### config.mk
export PLATFORM = sky130hd
export DESIGN_NAME = cau_post
export DESIGN_NICKNAME = d
export VERILOG_FILES = /design/src/cau_pkg.sv /design/src/cau_post.sv
export SDC_FILE = /design/constraint.sdc
export NUM_CORES = 1
export LEC_CHECK = 0
export BUFFER_PORTS_ARGS = -buffer_cell sky130_fd_sc_hd__buf_2
export CORE_UTILIZATION = 50
export DETAILED_ROUTE_END_ITERATION = 12
export PLACE_DENSITY = 0.88
export SLEW_MARGIN = 20
export SYNTH_ARGS = -nofsm -noshare
export SYNTH_HDL_FRONTEND = slang
export SYNTH_SLANG_ARGS = --single-unit
export TNS_END_PERCENT = 20
### constraint.sdc
create_clock -name i_clk -period 8 [get_ports i_clk]
set_clock_uncertainty 0.1 [all_clocks]
set_input_delay 0.4 -clock i_clk [delete_from_list [all_inputs] [get_ports i_clk]]
set_output_delay 0.4 -clock i_clk [all_outputs]
set_load 0.005 [all_outputs]
### src/cau_pkg.sv
`timescale 1ns / 1ps
// ----------------------------------------------------------------------------
// Complex arithmetic unit package
// Operation codes, status codes and the control word of the pipeline.
// ----------------------------------------------------------------------------
package cau_pkg;

    localparam logic [1:0] FUNC_ADD = 2'd0;
    localparam logic [1:0] FUNC_SUB = 2'd1;
    localparam logic [1:0] FUNC_MUL = 2'd2;
    localparam logic [1:0] FUNC_DIV = 2'd3;

    localparam logic [1:0] ST_OK  = 2'd0;
    localparam logic [1:0] ST_DZ  = 2'd1;
    localparam logic [1:0] ST_SAT = 2'd2;

    typedef struct packed {
        logic       valid;
        logic [1:0] func;
    } t_ctrl;

endpackage

### src/cau_post.sv
`timescale 1ns / 1ps
// ----------------------------------------------------------------------------
// Complex arithmetic unit back end
// Rounding, saturation, status and the output register.
// ----------------------------------------------------------------------------
module cau_post #(
    parameter int W  = 16,
    parameter int F  = 8,
    parameter int MW = 2 * W + 1,
    parameter int RW = 3 * W + F + 2
) (
    input  logic                  i_clk,
    input  logic                  i_rst_n,
    input  logic                  i_en,
    input  cau_pkg::t_ctrl        i_ctrl,
    input  logic [1:0]            i_neg,
    input  logic [1:0][MW-1:0]    i_mag,
    input  logic [2*W-1:0]        i_den,
    input  logic [1:0]            i_ovf,
    input  logic [1:0][RW-1:0]    i_rem,
    input  logic [1:0][W:0]       i_q,
    output logic                  o_valid,
    output logic [W-1:0]          o_res_re,
    output logic [W-1:0]          o_res_im,
    output logic [1:0]            o_status
);

    localparam logic [MW:0] HALF = (MW+1)'(2 ** F) >> 1;
    localparam logic [MW:0] LIM  = (MW+1)'(1) << (W - 1);

    logic [MW:0]         m [2];
    logic [1:0]          ng;
    logic [1:0]          rnd;
    logic                sat;
    logic [1:0][W-1:0]   n_res;
    logic [1:0]          n_status;
    logic                r_valid;
    logic [1:0][W-1:0]   r_res;
    logic [1:0]          r_status;

    always_comb begin
        sat = 1'b0;
        for (int l = 0; l < 2; l++) begin
            rnd[l] = {i_rem[l][RW-2:0], 1'b0} >= RW'(i_den);
            case (i_ctrl.func)
                cau_pkg::FUNC_MUL: m[l] = ((MW+1)'(i_mag[l]) + HALF) >> F;
                cau_pkg::FUNC_DIV: m[l] = i_ovf[l] ? '1 : (MW+1)'(i_q[l]) + (MW+1)'(rnd[l]);
                default:           m[l] = (MW+1)'(i_mag[l]);
            endcase
            ng[l] = i_neg[l] && (m[l] != '0);
            if (ng[l]) begin
                if (m[l] > LIM) begin
                    m[l] = LIM;
                    sat  = 1'b1;
                end
                n_res[l] = W'((~m[l]) + (MW+1)'(1));
            end else begin
                if (m[l] > LIM - (MW+1)'(1)) begin
                    m[l] = LIM - (MW+1)'(1);
                    sat  = 1'b1;
                end
                n_res[l] = W'(m[l]);
            end
        end
        n_status = sat ? cau_pkg::ST_SAT : cau_pkg::ST_OK;
        if (i_ctrl.func == cau_pkg::FUNC_DIV && i_den == '0) begin
            n_res    = '0;
            n_status = cau_pkg::ST_DZ;
        end
    end

    always_ff @(posedge i_clk) begin
        if (!i_rst_n) begin
            r_valid <= 1'b0;
        end else if (i_en) begin
            r_valid <= i_ctrl.valid;
        end
    end

    always_ff @(posedge i_clk) begin
        if (i_en) begin
            r_res    <= n_res;
            r_status <= n_status;
        end
    end

    assign o_valid  = r_valid;
    assign o_res_re = r_res[0];
    assign o_res_im = r_res[1];
    assign o_status = r_status;

endmodule

Yosys cells after proc, flatten, opt, wreduce, memory -nomap -nowiden --
Index checks and enable logic that the tools add are counted.
Storage, ports and cells: register bits 35, latch bits 0, bits in writable memories 0, memory bits (read-only) 0, input bits 258, memories kept 0
Cells by class: add/subtract/negate cells 6, multipliers 0, div/mod/pow operators 0, magnitude comparators 6, equal/unequal tests 2, shift operators 0, mux-type cells 19, bitwise operators 2, reduce and logical (&&, ||, !) cells 6
Operators with widths (count):
- $pmux 34 s2 | 2
- $mux 16 | 8
- $ge 58x32->1 | 2
- $add 33x8->34 const B | 2
- $gt 34x15->1 const B | 2
- $gt 34x16->1 const B | 2
- $mux 34 | 2
- $reduce_bool 34->1 | 2
- $add 17x1->18 | 2
- $add 16x1->16 const B | 2
- $logic_not 32->1 | 1
- $not 16->16 | 2
- $mux 1 | 6
- $eq 2x2->1 const B | 2
- $logic_and 1x1->1 | 3
- $mux 2 | 1

Depth between registers and ports, before layout --
word-level depth 10, depth in mapped cells 30, mapped depth without buffers 27

Worst setup path after synthesis --
Ideal clock, no wire load.
path type input -> register, start input i_den[2], end register r_res, in the netlist o_res_im[8] (data pin), setup time 0.257 ns, arrival time 5.445 ns, data required time 7.643 ns, slack 2.198 ns, stages on the path 29, cell sequence inv_1 -> ha_1 -> a21oi_1 -> o211ai_1 -> a21o_1 -> a21o_1 -> a21o_1 -> a21o_1 -> a211oi_1 -> o31a_1 -> o211ai_1 -> a21o_1 -> ha_1 -> nand4_2 -> buf_6 -> nor4_1 -> o31ai_1 -> o221ai_1 -> nor4b_4 -> nand4_1 -> a211o_1 -> buf_2 -> or2_2 -> ha_1 -> buf_2 -> clkbuf_1 -> o21ai_0 -> nand3_1 -> o2111a_1
Between the ends: longest elaborated chain between the ends 10
RTL lines:
- from (decl) | RTL line cau_post.sv:18 | input logic [2*W-1:0] i_den,
- $ge 58x32->1 | RTL line cau_post.sv:44 | rnd[l] = {i_rem[l][RW-2:0], 1'b0} >= RW'(i_den);
- $add 17x1->18 | RTL line cau_post.sv:47 | cau_pkg::FUNC_DIV: m[l] = i_ovf[l] ? '1 : (MW+1)'(i_q[l]) + (MW+1)'(rnd[l]);
- $mux 34 | RTL line cau_post.sv:47
- $pmux 34 s2 | RTL line cau_post.sv:45 | case (i_ctrl.func)
- $gt 34x16->1 | RTL line cau_post.sv:52 | if (m[l] > LIM) begin
- $mux 16 | RTL line cau_post.sv:52
- $mux 16 | RTL line cau_post.sv:51 | if (ng[l]) begin
- $not 16->16 | RTL line cau_post.sv:56 | n_res[l] = W'((~m[l]) + (MW+1)'(1));
- $add 16x1->16 | RTL line cau_post.sv:56
- $mux 16 | RTL line cau_post.sv:51
- to (signal assigned) | RTL line cau_post.sv:82 | r_res <= n_res;
- to (decl) | RTL line cau_post.sv:38 | logic [1:0][W-1:0] r_res;
Several ways; a longest one is shown, not always the timed one. The select of a mux whose other input is x is not followed. A chain may end at the register's enable or synchronous reset.

Worst setup path after layout --
start input i_den[3], end register r_res, in the netlist o_res_im[6] (data pin)
Same word-level chain as after synthesis.

==> metrics.yaml <==
drive_gt1_frac: 0.289
pwr-share-comb: 0.458
dieWidth_um: 120
period_share: 0.841
cap_violations: 0
max_freq_ghz: 0.149
final_antenna_net_count: 0
worst-endpoint-required_ns: 7.90
crit_family: "compound AO/OA/AOI/OAI gates"
clk_pin_slew_ns: 0.05
ios: 293
dpl-instance-area_mm2: 0.00844
syn_avg_cell_area_um2: 7.56
clk_latency_ns: 0.28
grt_use_total: 0.337
relSlewSlack: 0.360
synth.most_common_cell: "ha_1"
clockRootBuffer: "clkbuf_16"
synth_warnings: 0
crit_type: "in2reg"
first_global_vias: 7859
first_iter_violations: 918
vias: 8708
fill_cells: 1239
setup-violations-final: 0
synthCells: 921
io_buffers: 290
grt_antenna_before_repair: 5
seqPwrFrac: 0.299
initial_core_util: 0.520
cts_tree: "yes"
die_area_mm2: 0.0144
synth_async_sr_flop_share: 0
nets: 1503
ctsHtreeMaxLevel: 2
crit_slowest_cell: "a211o_1"
ys.flop_type: "edfxtp_1"
synth_cell_types: 85
synth_edf_count: 34
numClockSinks: 35
tns_ns: 0
cp-end-kind: "register"
fin_crit_ns: 6.73
power_frac_clock: 0.243
worstHoldPathType: "in2reg"
synth_seq_cells: 35
ir_drop_mv: 0.0847
whs_ns: 0.261
worstMarginPinSlew_ns: 0.959
area_growth_syn_to_layout_pct: 23.4
power_report.internal_total_uw: 479
ys_seq_area_frac: 0.150
netlist_area_mm2: 0.00696
stdcell_count: 1359
grt_max_degree: 40
outcome: "completed"
drc: 0
yosysTopAreaCell: "edfxtp_1"
grt_pass1_wl_um: 38700
netlist.area_leader.share: 0.147
cts.repair.resized: 0
switching_share: 0.360
core_area_mm2: 0.0134
grt_setup_unrepaired: "no"
crit_path_max_fanout: 23
firstDrtPassIters: 5
vias_per_cell: 6.41
rows: 42
p_sw_uw: 269
synthTopCellsByCount: "ha_1, inv_1, nand2_1, nor2_1, nor4_1"
synthTopCellsByArea: "edfxtp_1, ha_1, nor4_1"
stdcell_area_mm2: 0.00859
dpl.cell_count: 1344
start_kind: "input port"
post_cts_buffers: 0
slew_violations: 0
powerDensity_mw_per_mm2: 87.0
die_y_um: 120
gp_congestion: 0.987
leakage_nw: 3.78
overflow: 0
synth_fp_nets: 1249
cts_buffers: 5
hold_viol_final: 0
crit_buf_inv: 2
max_stage_delay_ns: 0.59
cp_common_cell: "a21o_1"
drt_wl_total_um: 25000
clockBufferDepth: 2
arrival_ns: 6.63
cts_hold_buf: 0
hpwl_um: 20800
wire_per_inst_um: 18.4
final_util: 0.641
## layout by cell type, fill, tap and decap left out, types with 34 or more instances in the layout
cell	Yosys	routed
nand3_1	38	38
inv_1	66	66
nor3_1	35	35
nand2_1	59	59
buf_2	18	290
a21oi_1	43	43
ha_1	70	70
nor2_1	59	59
nor4_1	48	47
o21ai_0	35	35
edfxtp_1	34	34
nand4_1	41	41
## per-stage QoR
step / power, mW / setup WS (ns)
2_1_floorplan: 0.412 / 2.20
3_3_place_gp: 0.554 / 1.32
3_5_place_dp: 0.563 / 1.09
4_1_cts: 0.743 / 1.38
5_1_grt: 0.788 / 0.849
6_report: 0.748 / 1.27
## registers in the layout (all words and copies together), names as in the netlist
register / count
o_res_im: 16
o_res_re: 16
o_status: 2
o_valid: 1
## final timing paths
| check | cells past startpoint | startpoint | slack, ns | end |
|---|---|---|---|---|
| max | 26 | i_den[3] | 1.27 | o_res_im[6] |
| min | 2 | i_rst_n | 0.26 | o_valid |
| min reg2reg | 2 | o_valid | 0.46 | o_valid |
| max reg2reg | 2 | o_valid | 7.27 | o_valid |
## kinds of logic (layout without fill, tap and decap cells)
kind of cell               after synthesis  after routing  share of synthesized area
DFF                                     35             35                      0.150
xor gates and xnor gates                32             32                     0.0403
other                                    0              8                          0
and+or+nand+nor                        387            387                      0.310
buffers and inverters                  113            367                     0.0683
AOI/OAI and AO/OA                      265            265                      0.278
muxes                                   19             19                     0.0280
adders and majority gates               70             70                      0.126
## routing by layer
metal | global-route usage | share of wire | vias up
met3 | 0.0361 | 0.085 | 84
li1 | - | - | 4093
met4 | 0.181 | 0.053 | 0
met2 | 0.572 | 0.47 | 526
met5 | 0 | 0 | -
met1 | 0.417 | 0.39 | 4005
## worst reg2reg max path: cells and delay by family, from the launching register on
kind	cells	cell delay, ns
mux	1	0.14
flops	1	0.31
simple gates	1	0.07
## power by group through the flow
stage	clock [mW]	sequential [mW]	combinational, mW
2_1_floorplan	0	0.229	0.183
3_3_place_gp	0	0.226	0.328
3_5_place_dp	0	0.227	0.336
4_1_cts	0.182	0.223	0.337
5_1_grt	0.187	0.225	0.376
6_report	0.182	0.223	0.343
## area by class of cell
class | count | area (um2) | area share
clock inverters | 2 | 8.76 | 0.00102
diodes | 8 | 20.0 | 0.00233
inverters | 67 | 251 | 0.0293
clock buffers | 5 | 125 | 0.0146
multi-input cells | 773 | 5450 | 0.634
repair buffers | 293 | 1470 | 0.172
flip-flops and latches | 35 | 1040 | 0.121
well taps | 176 | 220 | 0.0256
Power figures use the tool's default switching activity.
