--- config.mk ---
export PLATFORM = sky130hd
export DESIGN_NAME = cau_front
export DESIGN_NICKNAME = d
export VERILOG_FILES = /design/src/cau_pkg.sv /design/src/cau_front.sv
export SDC_FILE = /design/constraint.sdc
export NUM_CORES = 2
export LEC_CHECK = 0
export BUFFER_PORTS_ARGS = -buffer_cell sky130_fd_sc_hd__buf_2
export CORE_AREA = 10 10 551 553
export CTS_BUF_LIST = sky130_fd_sc_hd__clkbuf_2
export DETAILED_ROUTE_END_ITERATION = 10
export DIE_AREA = 0 0 561 563
export PLACE_DENSITY = 0.4
export SETUP_SLACK_MARGIN = 0.02
export SYNTH_ARGS = -nofsm -noshare
export SYNTH_HDL_FRONTEND = slang
export SYNTH_SLANG_ARGS = --single-unit
--- constraint.sdc ---
create_clock -name i_clk -period 18.9 [get_ports i_clk]
set_input_delay 1.89 -clock i_clk [delete_from_list [all_inputs] [get_ports i_clk]]
set_output_delay 1.89 -clock i_clk [all_outputs]
set_load 0.05 [all_outputs]
--- src/cau_pkg.sv ---
`timescale 1ns / 1ps
// ----------------------------------------------------------------------------
// Complex arithmetic unit package
// Operation codes, status codes and the control word of the pipeline.
// ----------------------------------------------------------------------------
package cau_pkg;

    localparam logic [1:0] FUNC_ADD = 2'd0;
    localparam logic [1:0] FUNC_SUB = 2'd1;
    localparam logic [1:0] FUNC_MUL = 2'd2;
    localparam logic [1:0] FUNC_DIV = 2'd3;

    localparam logic [1:0] ST_OK  = 2'd0;
    localparam logic [1:0] ST_DZ  = 2'd1;
    localparam logic [1:0] ST_SAT = 2'd2;

    typedef struct packed {
        logic       valid;
        logic [1:0] func;
    } t_ctrl;

endpackage

--- src/cau_front.sv ---
`timescale 1ns / 1ps
// ----------------------------------------------------------------------------
// Complex arithmetic unit front end
// Operand register, product stage and sum stage giving sign and magnitude.
// ----------------------------------------------------------------------------
module cau_front #(
    parameter int W  = 16,
    parameter int MW = 2 * W + 1
) (
    input  logic                  i_clk,
    input  logic                  i_rst_n,
    input  logic                  i_en,
    input  logic                  i_valid,
    input  logic [1:0]            i_func,
    input  logic signed [W-1:0]   i_a_re,
    input  logic signed [W-1:0]   i_a_im,
    input  logic signed [W-1:0]   i_b_re,
    input  logic signed [W-1:0]   i_b_im,
    output cau_pkg::t_ctrl        o_ctrl,
    output logic [1:0]            o_neg,
    output logic [1:0][MW-1:0]    o_mag,
    output logic [2*W-1:0]        o_den
);

    cau_pkg::t_ctrl        r_a_ctrl, r_b_ctrl, r_c_ctrl;
    logic signed [W-1:0]   r_ar, r_ai, r_br, r_bi;
    logic signed [2*W-1:0] r_p_rr, r_p_ii, r_p_ri, r_p_ir, r_p_bb, r_p_cc;
    logic signed [W:0]     r_s_re, r_s_im;
    logic signed [MW-1:0]  n_s [2];
    logic [1:0]            r_neg;
    logic [1:0][MW-1:0]    r_mag;
    logic [2*W-1:0]        r_den;

    always_ff @(posedge i_clk) begin
        if (!i_rst_n) begin
            r_a_ctrl.valid <= 1'b0;
            r_b_ctrl.valid <= 1'b0;
            r_c_ctrl.valid <= 1'b0;
        end else if (i_en) begin
            r_a_ctrl <= '{valid: i_valid, func: i_func};
            r_b_ctrl <= r_a_ctrl;
            r_c_ctrl <= r_b_ctrl;
        end
    end

    always_comb begin
        case (r_b_ctrl.func)
            cau_pkg::FUNC_MUL: begin
                n_s[0] = MW'(r_p_rr) - MW'(r_p_ii);
                n_s[1] = MW'(r_p_ri) + MW'(r_p_ir);
            end
            cau_pkg::FUNC_DIV: begin
                n_s[0] = MW'(r_p_rr) + MW'(r_p_ii);
                n_s[1] = MW'(r_p_ir) - MW'(r_p_ri);
            end
            default: begin
                n_s[0] = MW'(r_s_re);
                n_s[1] = MW'(r_s_im);
            end
        endcase
    end

    always_ff @(posedge i_clk) begin
        if (i_en) begin
            r_ar   <= i_a_re;
            r_ai   <= i_a_im;
            r_br   <= i_b_re;
            r_bi   <= i_b_im;
            r_p_rr <= r_ar * r_br;
            r_p_ii <= r_ai * r_bi;
            r_p_ri <= r_ar * r_bi;
            r_p_ir <= r_ai * r_br;
            r_p_bb <= r_br * r_br;
            r_p_cc <= r_bi * r_bi;
            if (r_a_ctrl.func == cau_pkg::FUNC_SUB) begin
                r_s_re <= (W+1)'(r_ar) - (W+1)'(r_br);
                r_s_im <= (W+1)'(r_ai) - (W+1)'(r_bi);
            end else begin
                r_s_re <= (W+1)'(r_ar) + (W+1)'(r_br);
                r_s_im <= (W+1)'(r_ai) + (W+1)'(r_bi);
            end
            for (int l = 0; l < 2; l++) begin
                r_neg[l] <= n_s[l][MW-1];
                r_mag[l] <= n_s[l][MW-1] ? MW'(-n_s[l]) : MW'(n_s[l]);
            end
            r_den <= (2*W)'(r_p_bb) + (2*W)'(r_p_cc);
        end
    end

    assign o_ctrl = r_c_ctrl;
    assign o_neg  = r_neg;
    assign o_mag  = r_mag;
    assign o_den  = r_den;

endmodule

* Word-level counts from Yosys, hierarchy flattened
Index checks and enable logic that the tools add are counted.
Cells by class: $lt $le $gt $ge 0, multiplexer cells 5, shift operators 0, div/mod/pow operators 0, reduce and logical (&&, ||, !) cells 1, equal/unequal tests 3, multiply operators 6, bitwise gates (word level) 0, add/subtract/negate cells 11
Operators with widths (count):
- $mul A16 B16 Y32 | 6
- $pmux W66 S2 | 1
- $add A32 B32 Y33 | 2
- $neg A33 Y33 | 2
- $sub A32 B32 Y33 | 2
- $mux W32 | 2
- $add A16 B16 Y17 | 2
- $mux W17 | 2
- $sub A16 B16 Y17 | 2
- $add A32 B32 Y32 | 1
- $eq A2 B2 Y1 const B | 2
- $eq A2 B1 Y1 const B | 1
- $reduce_and A2 Y1 | 1
Word-level totals: memory bits (read-only) 0, memories kept 0, register bits after elaboration 399, bits in writable memories 0, latch bits 0, bits of input ports 70, output and inout bits 103, word-level logic and storage cells 50

* Logic depth before layout (Yosys ltp)
depth after elaboration 4, gate-level depth with buffers 28, gate-level depth less buffers 27

* Least setup slack after synthesis
OpenSTA, ideal clock, no wires.
path kind register to register, start reg r_bi[2], end reg r_p_ii[31], data pin, path buffers 3, cell stages (with the launch flop) 27, data arrival time 6959 ps, setup time 259 ps, slack 11682 ps, period minus slack after synthesis 7218 ps, data required time 18641 ps, cell sequence edfxtp_1 > clkbuf_1 > clkbuf_1 > clkbuf_1 > nand2_1 > fa_1 > fa_1 > fa_1 > inv_1 > fa_1 > fa_1 > inv_1 > fa_1 > inv_1 > ha_1 > a21o_1 > a21o_1 > a21o_1 > o31ai_1 > a31o_2 > o221ai_1 > a22o_1 > or4b_2 > a31o_2 > a21o_1 > a21oi_1 > xnor2_1
On the way: word-level cells in the longest chain between the ends 1
RTL lines:
- from (decl) | line cau_front.sv:26 | logic signed [W-1:0] r_ar, r_ai, r_br, r_bi;
- from (signal assigned) | line cau_front.sv:68 | r_bi <= i_b_im;
- $mul A16 B16 Y32 | line cau_front.sv:70 | r_p_ii <= r_ai * r_bi;
- to (signal assigned) | line cau_front.sv:70
- to (decl) | line cau_front.sv:27 | logic signed [2*W-1:0] r_p_rr, r_p_ii, r_p_ri, r_p_ir, r_p_bb, r_p_cc;
Every way passes these cells. A chain may end at the register's enable or synchronous reset.

* Final worst setup path
start reg r_bi[1], end reg r_p_cc[31], data pin
On the way: word-level cells in the longest chain between the ends 1
RTL lines:
- $mul A16 B16 Y32 | line cau_front.sv:74 | r_p_cc <= r_bi * r_bi;
- to (signal assigned) | line cau_front.sv:74
- to (decl) | line cau_front.sv:27
Every way passes these cells.

==> results.ini <==
[worst_setup_path]
critPathLaunchType=flop
cp.arrival_ns=9.52
path_max_fanout=31
rr_startpoint=r_bi[1]
startpoint=r_bi[1]
cp-end-kind=flop
required_ns=20.12
critical_path_class=reg -> reg

[finish]
fin_util_pct=29.1
areaGrowthSynthToFinish_pct=8.36
fill_cells=30990
seqCellArea_mm2=0.0119
multi_input_area_mm2=0.0585
drive_gt1_share_pct=6.72
fin_nets=10482

[timing]
fin_crit_sh_pct=43.9
final-hold-violation-count=0
skew_ns=0.214
setup_viol=0
setup_tns_ns=0
slew_viol_final=0
relSlewSlack_pct=22.6
worstMarginPinSlew_ns=1.15
grt_setup_unrepaired=no
fin_crit_ns=8.30
fin_hold_ws_ns=0.509
fmax_mhz=120

[logic_synthesis]
synth_ff_type=edfxtp_1
ys_types=94
synth_seq_area_share_pct=15.2
synth-seq-cells=397
synthCells=8139
async_flop_share_pct=0
yosys_warnings=0
synth_nets=10370
syn-cell-area_mm2=0.0785
synth_edf_count=394
syn_avg_cell_area_um2=9.64

[floorplanning]
io_pins=173
die_area_mm2=0.316
placementRows=199
chipHeight_um=563
coreArea_mm2=0.293
die_x_um=561
start_util_pct=26.8

[clock_network]
cts_resized=0
cts_made_buffers=145
cts_max_level=4
clock_latency_ns=1.56
clk_pin_slew_worst_paths_ns=0.11
postCtsSetupBuffers=0
clkSinkCount=397
clockBufferDepth=4
cts_hold_buf=0
cts_tree=yes
ctsRootBufferMaster=clkbuf_2

[job]
drv_cap=0

[global_routing]
antenna_found_initial=28
globalRouteOverflowTotal=0
grt_max_degree=74
grt_pass1_vias=59978
globalRouteTotalUtil_pct=16.0
grt_pass1_wl_um=388000

[routing]
route.antenna.remaining_nets=0
drc=0
num_vias=55152
wl_per_cell_um=20.7
wl_um=253000
routed_via_density=4.50
firstDrtPassIters=8
drt_iter0_drc=2910

[placement]
dpl.hpwl_um=200000
place_congestion=0.832
io_buffers=172

[outcome]
status=finished clean

[hold_path]
hp-class=in -> reg
min_from=i_a_im[2]

## final cells by class
type                    count  share of cell area (%)
multi-input cells        5594                    68.8
inverters                1832                    8.09
clock inverters            54                   0.294
repair buffers            281                    1.99
flip-flops and latches    397                    14.0
clock buffers             178                    1.05
diodes                      8                  0.0236
well taps                3919                    5.77
## routing by layer
metal	GRT usage (%)	vias up	wire length [um]
met5	0	-	65
met1	22.6	28386	118000
met4	3.52	12	5660
met3	2.66	267	12800
met2	25.9	1164	117000
li1	-	25323	-
## Yosys cell counts (29+ instances only)
library cell	instances	area [um^2]
inv_1	1817	6820
fa_1	1518	30400
nand2_1	788	2960
ha_1	643	8050
and2_1	551	3450
edfxtp_1	394	11800
nor2_1	377	1420
xnor2_1	320	2800
clkbuf_1	285	1070
a21oi_1	261	1310
o21ai_0	143	716
xor2_1	140	1230
a21o_1	92	691
nor3_1	74	370
nand3_1	57	285
o21bai_1	53	398
nor2b_1	43	269
nand2b_1	42	263
o21a_1	37	278
a31oi_1	32	200
o31ai_1	29	218
or3_1	29	181
## worst max-delay path: stages (launching register included)
cell	delay, ns
edfxtp_1	0.34
buf_4	0.31
buf_4	0.52
clkinv_1	0.70
nor2_1	0.49
fa_1	0.60
fa_1	0.89
fa_1	0.52
fa_1	0.52
fa_1	0.50
inv_1	0.05
fa_1	0.48
inv_1	0.04
ha_1	0.33
inv_1	0.10
o21bai_1	0.10
a21o_1	0.20
a21o_1	0.18
a21oi_1	0.15
nor2b_1	0.06
a311oi_1	0.43
o21ai_0	0.15
a21o_1	0.18
a21oi_1	0.17
xnor2_1	0.08
## kinds of logic (layout without fill, tap and decap cells)
| logic type | count (synthesis) | after routing | share of synthesized area [%] |
|---|---|---|---|
| other | 0 | 8 | 0 |
| XOR/XNOR | 461 | 461 | 5.16 |
| adder cells (fa/ha/maj) | 2161 | 2161 | 49.0 |
| flip-flops | 397 | 397 | 15.2 |
| buffers and inverters | 2148 | 2345 | 10.3 |
| AO/OA/AOI/OAI | 843 | 843 | 7.02 |
| AND/OR/NAND/NOR | 2105 | 2105 | 13.1 |
| multiplexers | 24 | 24 | 0.317 |
## registers in the layout (all words and copies together) (netlist names), 3 cells and up
register	cells
r_s_im	17
r_p_ir	32
r_p_ii	32
o_den	32
r_p_cc	31
r_ai	16
r_p_ri	32
r_bi	16
r_p_bb	31
o_mag	66
r_br	16
r_a_ctrl	3
r_ar	16
r_b_ctrl	3
o_ctrl	3
r_p_rr	32
r_s_re	17
## layout by cell type, fill, tap and decap left out, drive strengths merged, types with 266 or more instances in the layout
| master | count |
|---|---|
| nand2 | 789 |
| xnor2 | 320 |
| edfxtp | 394 |
| a21oi | 266 |
| fa | 1518 |
| buf | 281 |
| inv | 1828 |
| ha | 643 |
| nor2 | 377 |
| and2 | 552 |
## per-stage QoR
stage	cell area [um^2]	worst slack, ns	cells
5_1_grt	85000	10.01	12257
4_1_cts	85000	10.48	12255
3_5_place_dp	83800	10.48	12023
2_1_floorplan	78500	11.68	8139
3_3_place_gp	83800	10.57	12023
6_report	85000	10.60	12263
## path summary, 6_finish.rpt
kind / to / slack (ns) / depth (start not counted)
worst max-delay path: r_p_cc[31] / 10.60 / 24
worst max register to register: r_p_cc[31] / 10.60 / 24
worst min-delay path: r_ai[2] / 0.51 / 1
worst min register to register: o_ctrl[0] / 0.52 / 0
Power is left out: the tool's default activity adds up to more than one toggle a clock period on the data nets, which glitch-free logic cannot reach.
